--- config.mk ---
export PLATFORM = sky130hd
export DESIGN_NAME = avcc_record_parser
export DESIGN_NICKNAME = d
export VERILOG_FILES = /design/src/hdl/avcc_pkg.sv /design/src/hdl/avcc_parse.sv /design/src/hdl/avcc_record_parser.sv
export SDC_FILE = /design/constraint.sdc
export NUM_CORES = 1
export LEC_CHECK = 0
export BUFFER_PORTS_ARGS = -buffer_cell sky130_fd_sc_hd__buf_2
export CAP_MARGIN = 20
export CORE_ASPECT_RATIO = 0.6
export CORE_MARGIN = 2
export CORE_UTILIZATION = 55
export DETAILED_ROUTE_END_ITERATION = 7
export GPL_TIMING_DRIVEN = 0
export MAX_ROUTING_LAYER = met4
export PLACE_DENSITY = 0.75
export SYNTH_ARGS = -nofsm -noshare
export SYNTH_HDL_FRONTEND = slang
export SYNTH_SLANG_ARGS = --single-unit
--- constraint.sdc ---
create_clock -name i_clk -period 4.1 [get_ports i_clk]
set_clock_uncertainty 0.05 [all_clocks]
set_input_delay 0.82 -clock i_clk [delete_from_list [all_inputs] [get_ports i_clk]]
set_output_delay 0.82 -clock i_clk [all_outputs]
set_load 0.01 [all_outputs]
--- src/hdl/avcc_pkg.sv ---
// ----------------------------------------------------------------------------
// avcc_pkg
// Types and codes shared by the decoder configuration record parser.
// ----------------------------------------------------------------------------
package avcc_pkg;

    // Position within the record.
    typedef enum logic [3:0] {
        PH_VERSION   = 4'd0,
        PH_PROFILE   = 4'd1,
        PH_COMPAT    = 4'd2,
        PH_LEVEL     = 4'd3,
        PH_LENSIZE   = 4'd4,
        PH_SPSCOUNT  = 4'd5,
        PH_SPSLEN_HI = 4'd6,
        PH_SPSLEN_LO = 4'd7,
        PH_SPSDATA   = 4'd8,
        PH_PPSCOUNT  = 4'd9,
        PH_PPSLEN_HI = 4'd10,
        PH_PPSLEN_LO = 4'd11,
        PH_PPSDATA   = 4'd12,
        PH_DONE      = 4'd13
    } t_phase;

    // Classification of each echoed byte.
    typedef enum logic [3:0] {
        CLS_VERSION  = 4'd0,
        CLS_PROFILE  = 4'd1,
        CLS_COMPAT   = 4'd2,
        CLS_LEVEL    = 4'd3,
        CLS_LENSIZE  = 4'd4,
        CLS_SPSCOUNT = 4'd5,
        CLS_SPSLEN   = 4'd6,
        CLS_SPSDATA  = 4'd7,
        CLS_PPSCOUNT = 4'd8,
        CLS_PPSLEN   = 4'd9,
        CLS_PPSDATA  = 4'd10,
        CLS_TRAILING = 4'd11
    } t_class;

    // One result beat as produced by the parser step.
    typedef struct packed {
        t_class      cls;
        logic [7:0]  value;
        logic [7:0]  idx;
        logic        last;
        logic [1:0]  lsm1;
        logic        done;
    } t_result;

    // Width of the packed output tdata (19 field bits padded to bytes).
    localparam int unsigned OUT_TDATA_W = 24;

endpackage

--- src/hdl/avcc_parse.sv ---
// ----------------------------------------------------------------------------
// avcc_parse
// Parser state machine: classifies one record byte per step and updates the
// phase, entry counters and length registers.
// ----------------------------------------------------------------------------
module avcc_parse (
    input  logic              i_clk,
    input  logic              i_rst_n,
    input  logic              i_step,
    input  logic [7:0]        i_data,
    input  logic              i_start,
    output avcc_pkg::t_result o_result
);

    avcc_pkg::t_phase r_phase, n_phase, e_phase;
    logic [7:0]       r_sets, n_sets, e_sets;
    logic [15:0]      r_bytes, n_bytes, e_bytes;
    logic [7:0]       r_hi, n_hi, e_hi;
    logic [7:0]       r_cnt, n_cnt, e_cnt;
    logic [1:0]       r_lsz, n_lsz, e_lsz;
    logic             r_done, n_done, e_done;

    logic             w_pps;
    logic             w_finish;
    logic [7:0]       w_sets_dec;
    logic [15:0]      w_len;

    // A record start makes the byte look as if it arrived straight after reset.
    always_comb begin
        if (i_start) begin
            e_phase = avcc_pkg::PH_VERSION;
            e_sets  = '0;
            e_bytes = '0;
            e_hi    = '0;
            e_cnt   = '0;
            e_lsz   = '0;
            e_done  = 1'b0;
        end else begin
            e_phase = r_phase;
            e_sets  = r_sets;
            e_bytes = r_bytes;
            e_hi    = r_hi;
            e_cnt   = r_cnt;
            e_lsz   = r_lsz;
            e_done  = r_done;
        end
    end

    assign w_pps      = (e_phase == avcc_pkg::PH_PPSLEN_LO) ||
                        (e_phase == avcc_pkg::PH_PPSDATA);
    assign w_sets_dec = e_sets - 8'd1;
    assign w_len      = {e_hi, i_data};

    // Next-state logic.
    always_comb begin
        n_phase  = e_phase;
        n_sets   = e_sets;
        n_bytes  = e_bytes;
        n_hi     = e_hi;
        n_cnt    = e_cnt;
        n_lsz    = e_lsz;
        n_done   = e_done;
        w_finish = 1'b0;
        case (e_phase)
            avcc_pkg::PH_VERSION: begin
                n_phase = avcc_pkg::PH_PROFILE;
            end
            avcc_pkg::PH_PROFILE: begin
                n_phase = avcc_pkg::PH_COMPAT;
            end
            avcc_pkg::PH_COMPAT: begin
                n_phase = avcc_pkg::PH_LEVEL;
            end
            avcc_pkg::PH_LEVEL: begin
                n_phase = avcc_pkg::PH_LENSIZE;
            end
            avcc_pkg::PH_LENSIZE: begin
                n_lsz   = i_data[1:0];
                n_phase = avcc_pkg::PH_SPSCOUNT;
            end
            avcc_pkg::PH_SPSCOUNT: begin
                // Top three bits of the count byte are reserved.
                n_sets  = {3'b000, i_data[4:0]};
                n_cnt   = '0;
                n_phase = (i_data[4:0] != 5'd0) ? avcc_pkg::PH_SPSLEN_HI
                                                : avcc_pkg::PH_PPSCOUNT;
            end
            avcc_pkg::PH_PPSCOUNT: begin
                n_sets = i_data;
                n_cnt  = '0;
                if (i_data != 8'd0) begin
                    n_phase = avcc_pkg::PH_PPSLEN_HI;
                end else begin
                    n_phase = avcc_pkg::PH_DONE;
                    n_done  = 1'b1;
                end
            end
            avcc_pkg::PH_SPSLEN_HI: begin
                n_hi    = i_data;
                n_phase = avcc_pkg::PH_SPSLEN_LO;
            end
            avcc_pkg::PH_PPSLEN_HI: begin
                n_hi    = i_data;
                n_phase = avcc_pkg::PH_PPSLEN_LO;
            end
            avcc_pkg::PH_SPSLEN_LO, avcc_pkg::PH_PPSLEN_LO: begin
                if (w_len == 16'd0) begin
                    w_finish = 1'b1;
                end else begin
                    n_bytes = w_len;
                    n_phase = w_pps ? avcc_pkg::PH_PPSDATA : avcc_pkg::PH_SPSDATA;
                end
            end
            avcc_pkg::PH_SPSDATA, avcc_pkg::PH_PPSDATA: begin
                n_bytes  = e_bytes - 16'd1;
                w_finish = (e_bytes == 16'd1);
            end
            default: begin
                n_phase = avcc_pkg::PH_DONE;
            end
        endcase

        // End of one entry: move to the next entry, the PPS count or done.
        if (w_finish) begin
            n_cnt  = e_cnt + 8'd1;
            n_sets = w_sets_dec;
            if (w_sets_dec != 8'd0) begin
                n_phase = w_pps ? avcc_pkg::PH_PPSLEN_HI : avcc_pkg::PH_SPSLEN_HI;
            end else if (w_pps) begin
                n_phase = avcc_pkg::PH_DONE;
                n_done  = 1'b1;
            end else begin
                n_phase = avcc_pkg::PH_PPSCOUNT;
            end
        end
    end

    // Output logic: class, entry index and last-payload mark.
    always_comb begin
        o_result.cls   = avcc_pkg::CLS_TRAILING;
        o_result.value = i_data;
        o_result.idx   = '0;
        o_result.last  = 1'b0;
        o_result.lsm1  = n_lsz;
        o_result.done  = n_done;
        case (e_phase)
            avcc_pkg::PH_VERSION:  o_result.cls = avcc_pkg::CLS_VERSION;
            avcc_pkg::PH_PROFILE:  o_result.cls = avcc_pkg::CLS_PROFILE;
            avcc_pkg::PH_COMPAT:   o_result.cls = avcc_pkg::CLS_COMPAT;
            avcc_pkg::PH_LEVEL:    o_result.cls = avcc_pkg::CLS_LEVEL;
            avcc_pkg::PH_LENSIZE:  o_result.cls = avcc_pkg::CLS_LENSIZE;
            avcc_pkg::PH_SPSCOUNT: o_result.cls = avcc_pkg::CLS_SPSCOUNT;
            avcc_pkg::PH_PPSCOUNT: o_result.cls = avcc_pkg::CLS_PPSCOUNT;
            avcc_pkg::PH_SPSLEN_HI, avcc_pkg::PH_SPSLEN_LO: begin
                o_result.cls = avcc_pkg::CLS_SPSLEN;
                o_result.idx = e_cnt;
            end
            avcc_pkg::PH_PPSLEN_HI, avcc_pkg::PH_PPSLEN_LO: begin
                o_result.cls = avcc_pkg::CLS_PPSLEN;
                o_result.idx = e_cnt;
            end
            avcc_pkg::PH_SPSDATA: begin
                o_result.cls  = avcc_pkg::CLS_SPSDATA;
                o_result.idx  = e_cnt;
                o_result.last = (e_bytes == 16'd1);
            end
            avcc_pkg::PH_PPSDATA: begin
                o_result.cls  = avcc_pkg::CLS_PPSDATA;
                o_result.idx  = e_cnt;
                o_result.last = (e_bytes == 16'd1);
            end
            default: begin
                o_result.cls = avcc_pkg::CLS_TRAILING;
            end
        endcase
    end

    // State registers advance on every accepted byte.
    always_ff @(posedge i_clk) begin
        if (!i_rst_n) begin
            r_phase <= avcc_pkg::PH_VERSION;
            r_sets  <= '0;
            r_bytes <= '0;
            r_hi    <= '0;
            r_cnt   <= '0;
            r_lsz   <= '0;
            r_done  <= 1'b0;
        end else if (i_step) begin
            r_phase <= n_phase;
            r_sets  <= n_sets;
            r_bytes <= n_bytes;
            r_hi    <= n_hi;
            r_cnt   <= n_cnt;
            r_lsz   <= n_lsz;
            r_done  <= n_done;
        end
    end

endmodule

--- src/hdl/avcc_record_parser.sv ---
// ----------------------------------------------------------------------------
// avcc_record_parser
// Byte-wise parser of an H.264 decoder configuration record.
// ----------------------------------------------------------------------------
// Usage:
//   The slave stream carries one record byte per beat in s_axis_tdata, with
//   s_axis_tuser high on the first byte of a record to restart the parser.
//   The master stream returns exactly one beat per input byte: the class in
//   m_axis_tuser, the echoed byte, entry index, length size minus one and
//   done flag in m_axis_tdata, and m_axis_tlast on the last payload byte of
//   every SPS or PPS entry.
//   A byte accepted at a clock edge is registered and presented on the master
//   side in the cycle after. Throughput is one byte per cycle while the
//   receiver takes every beat, set by the combinational parser step.
//   When the receiver stalls, the result is held in the output register and
//   the slave side stops accepting until that beat is taken; the output
//   register is refilled in the same cycle it drains.
//   Reset clears the parser to expect a version byte and empties the output
//   register; no byte is accepted while reset is asserted.
// ----------------------------------------------------------------------------
module avcc_record_parser (
    input  logic                              i_clk,
    input  logic                              i_rst_n,
    input  logic                              s_axis_tvalid,
    output logic                              s_axis_tready,
    input  logic [7:0]                        s_axis_tdata,  // [7:0] data_byte
    input  logic                              s_axis_tuser,  // [0] record_start
    output logic                              m_axis_tvalid,
    input  logic                              m_axis_tready,
    // [7:0] byte_value, [15:8] set_index, [17:16] length_size_minus_one,
    // [18] record_done, [23:19] zero
    output logic [avcc_pkg::OUT_TDATA_W-1:0]  m_axis_tdata,
    output logic [3:0]                        m_axis_tuser,  // [3:0] byte_class
    output logic                              m_axis_tlast   // payload_last
);

    logic              w_accept;
    avcc_pkg::t_result w_result;
    avcc_pkg::t_result r_out;
    logic              r_out_valid, n_out_valid;

    // The slave side is open whenever the output register is empty or draining.
    assign s_axis_tready = i_rst_n && (!r_out_valid || m_axis_tready);
    assign w_accept      = s_axis_tvalid && s_axis_tready;

    avcc_parse u_parse (
        .i_clk    (i_clk),
        .i_rst_n  (i_rst_n),
        .i_step   (w_accept),
        .i_data   (s_axis_tdata),
        .i_start  (s_axis_tuser),
        .o_result (w_result)
    );

    // Output register occupancy.
    always_comb begin
        if (w_accept) begin
            n_out_valid = 1'b1;
        end else if (m_axis_tready) begin
            n_out_valid = 1'b0;
        end else begin
            n_out_valid = r_out_valid;
        end
    end

    always_ff @(posedge i_clk) begin
        if (!i_rst_n) begin
            r_out_valid <= 1'b0;
        end else begin
            r_out_valid <= n_out_valid;
        end
    end

    // Result payload is captured on each accepted byte.
    always_ff @(posedge i_clk) begin
        if (w_accept) begin
            r_out <= w_result;
        end
    end

    // Master-side packing.
    assign m_axis_tvalid = r_out_valid;
    assign m_axis_tuser  = r_out.cls;
    assign m_axis_tlast  = r_out.last;
    assign m_axis_tdata  = {5'b00000, r_out.done, r_out.lsm1, r_out.idx, r_out.value};

endmodule

==> results by group <==
Routing
  • Vias: 4275
  • WL final: 13800 um
  • DRT iter0 DRCs: 616
  • Via-to-Cell Ratio: 6.46
  • Drt first pass iters: 5
  • WL per Instance: 20.8 um
  • Drt drc: 0
  • Post-DRT Antenna Nets: 0

Global route
  • Vias in the first global route: 3764
  • Initial antenna violation count: 0
  • First-pass GRT wire length: 21400 um
  • Total congestion overflow: 0
  • Pin count of the biggest net entering global routing: 34
  • Gr usage total: 35.9%

Power
  • VDD IR-drop max: 191 uV
  • Switching share of power: 27.2%
  • PD cells: 345 nW/um2
  • Int Power: 0.00121 W
  • Switching power: 0.000454 W
  • Pleak: 1.85 nW
  • Design Power: 0.00167 W
  • Clock power share: 45.8%
  • Seq pwr share: 45.2%
  • Comb power frac: 9.0%

Clock tree
  • Longest Clk Path Bufs: 2
  • CTS root buffer: clkbuf_16
  • Clock buffer count from CTS: 9
  • TritonCTS clock tree: built
  • Clock latency on the worst-skew pair: 0.35 ns
  • Clk sinks: 72
  • Hold_buf cts: 0
  • CTS clk-pin slew, worst paths: 0.06 ns
  • H-tree Lvls: 3

Worst setup path
  • Worst endpoint required time: 4.29 ns
  • Crit end category: register
  • CP max FO: 10
  • Critical Path Source Type: input port
  • Worst EP arrival: 3.93 ns
  • WS Path Type: in2reg
  • Crit path launch: s_axis_tuser
  • Worst r2r src: u_parse.r_phase[1]

Die
  • Initial Utilization: 57.3%
  • Die height: 71.8 um
  • Ports: 44
  • Chip width: 117 um
  • Row count: 24
  • DIE AREA: 8410 um2
  • Core Footprint: 7360 um2

Layout
  • Most common cell after layout, fill and taps aside: nand2_1
  • Final Cell Area: 4840 um2
  • Synth-to-layout area growth: 14.6%
  • Layout cells sized above 1: 15.1%
  • Most frequent cells in the layout: nand2_1 (52), dfxtp_1 (48), buf_2 (42)
  • Post-layout nets: 572
  • Antenna cells: 0

Timing
  • Tightest Pin Transition: 1.04 ns
  • Final setup viols: 0
  • Period utilization: 91.3%
  • RSZ-0062 raised after global routing: false
  • Slew Limit Headroom: 29.8%
  • Setup_tns: 0 ns
  • Minimum clock period: 3.74 ns
  • Final-report max-slew violation count: 0
  • Max Fclk: 267 MHz
  • Fin. Hold Viols: 0

Placement
  • Port-buffer cells: 36
  • Area after DPL: 4550 um2
  • HPWL after DPL: 9910 um
  • GP Congestion: 0.982

Yosys
  • Xor-xnor portion of the synthesized cell area: 1.42%
  • Synth Register Bits: 72
  • Post-synthesis mux area share: 1.22%
  • Compound-cell area share of the yosys netlist: 25.0%
  • Synth Area in Adders: 1.78%
  • Post-Syn Area: 4220 um2
  • Ys async rst share: 0%
  • Largest family of logic cells by synthesized area: simple AND/OR/NAND/NOR gates
  • Synth cell types: 69
  • Post-Synth Simple-Gate Area: 25.3%
  • YS warnings: 0
  • Post-synth EDFFs: 24
  • Synth Instances: 502
  • Avg Inst Size Synth: 8.40 um2
  • Most used DFF post-synth: dfxtp_1
  • Seq/Total Area, Yosys: 39.9%

Run
  • Max cap viols: 0

Hold path
  • Hold path start: u_parse.r_cnt[7]
  • Tightest Hold Check Type: reg2reg

Outcome
  • Outcome: finished, final reports clean
[logic make-up after synthesis]
kind of cell	after synthesis
AOI/OAI and AO/OA	157
muxes	5
other	1
buffers and inverters	53
xor gates and xnor gates	6
and+or+nand+nor	202
adders and majority gates	6
DFF	72
[path summary, 6_finish.rpt]
kind | slack (ns) | cells past startpoint | endpoint
max | 0.36 | 13 | u_parse.r_phase[1]
min | 0.41 | 1 | u_parse.r_cnt[7]
max reg2reg | 1.15 | 7 | u_parse.r_cnt[2]
min reg2reg | 0.41 | 1 | u_parse.r_cnt[7]
[power by group through the flow]
| stage | logic (W) | clock network (W) | registers [W] |
|---|---|---|---|
| after floorplan | 0.0000782 | 0 | 0.000775 |
| final | 0.000150 | 0.000763 | 0.000754 |
| after CTS | 0.000143 | 0.000775 | 0.000754 |
| after detailed placement | 0.000142 | 0 | 0.000769 |
| after global routing | 0.000160 | 0.000798 | 0.000756 |
| after global placement | 0.000143 | 0 | 0.000769 |
[per-stage QoR]
step	worst slack [ns]	std cells	hold WS, ns	utilization (%)
finish	0.358	662	0.414	65.7
global route	0.224	662	0.443	65.7
CTS	0.114	662	0.413	65.7
detailed placement	-0.245	646	0.404	61.8
global placement	-0.285	646	0.395	61.8
floorplan	0.647	506	0.379	-
[per-layer routing]
metal / track usage, % / vias to the layer above / wire [um]
li1: - / 1968 / -
met1: 52.7 / 1946 / 6090
met2: 44.9 / 324 / 5240
met3: 13.4 / 37 / 2150
met4: 11.0 / 0 / 325
met5: - / - / 0
[state kept, by name (all words and copies together), names as in the netlist]
| register | cells |
|---|---|
| m_axis_tdata | 19 |
| m_axis_tlast | 1 |
| m_axis_tuser | 4 |
| m_axis_tvalid | 1 |
| u_parse.r_bytes | 16 |
| u_parse.r_cnt | 8 |
| u_parse.r_done | 1 |
| u_parse.r_hi | 8 |
| u_parse.r_lsz | 2 |
| u_parse.r_phase | 4 |
| u_parse.r_sets | 8 |
[timing repair]
item,in CTS,in global routing
setup buffers,0,0
gates resized for setup,0,4
endpoints found under the setup margin,0,4
endpoints found under the hold margin,0,0
[Yosys cell counts, types with 12 or more instances]
library cell,number,share of area [%]
edfxtp_1,24,17
a21oi_1,31,3.7
nor3_1,13,1.5
a31oi_1,16,2.4
and2_1,12,1.8
a22o_1,12,2.5
dfxtp_1,48,23
nand2_1,52,4.6
nand3_1,33,3.9
nor2_1,37,3.3
clkbuf_1,27,2.4
o21ai_0,40,4.7
[area by class of cell]
type,count,area [um2]
Multi-Input combinational cell,381,2330
Inverter,11,41.3
Sequential cell,72,1680
Timing Repair Buffer,36,180
Fill cell,618,2520
Buffer,42,188
Clock inverter,7,62.6
Tap cell,104,130
Clock buffer,9,225
[worst max-delay path, stage by stage]
cell and delay, ns:
clkbuf_1 0.19, inv_1 0.32, clkbuf_2 0.35, clkbuf_2 0.33, nand2_1 0.15, inv_1 0.08, ha_1 0.17, inv_1 0.06
nor4_2 0.44, a32oi_1 0.20, nor4b_2 0.48, nor3_1 0.10, a31o_2 0.23
Note: power is estimated with default switching activity, not from simulation.
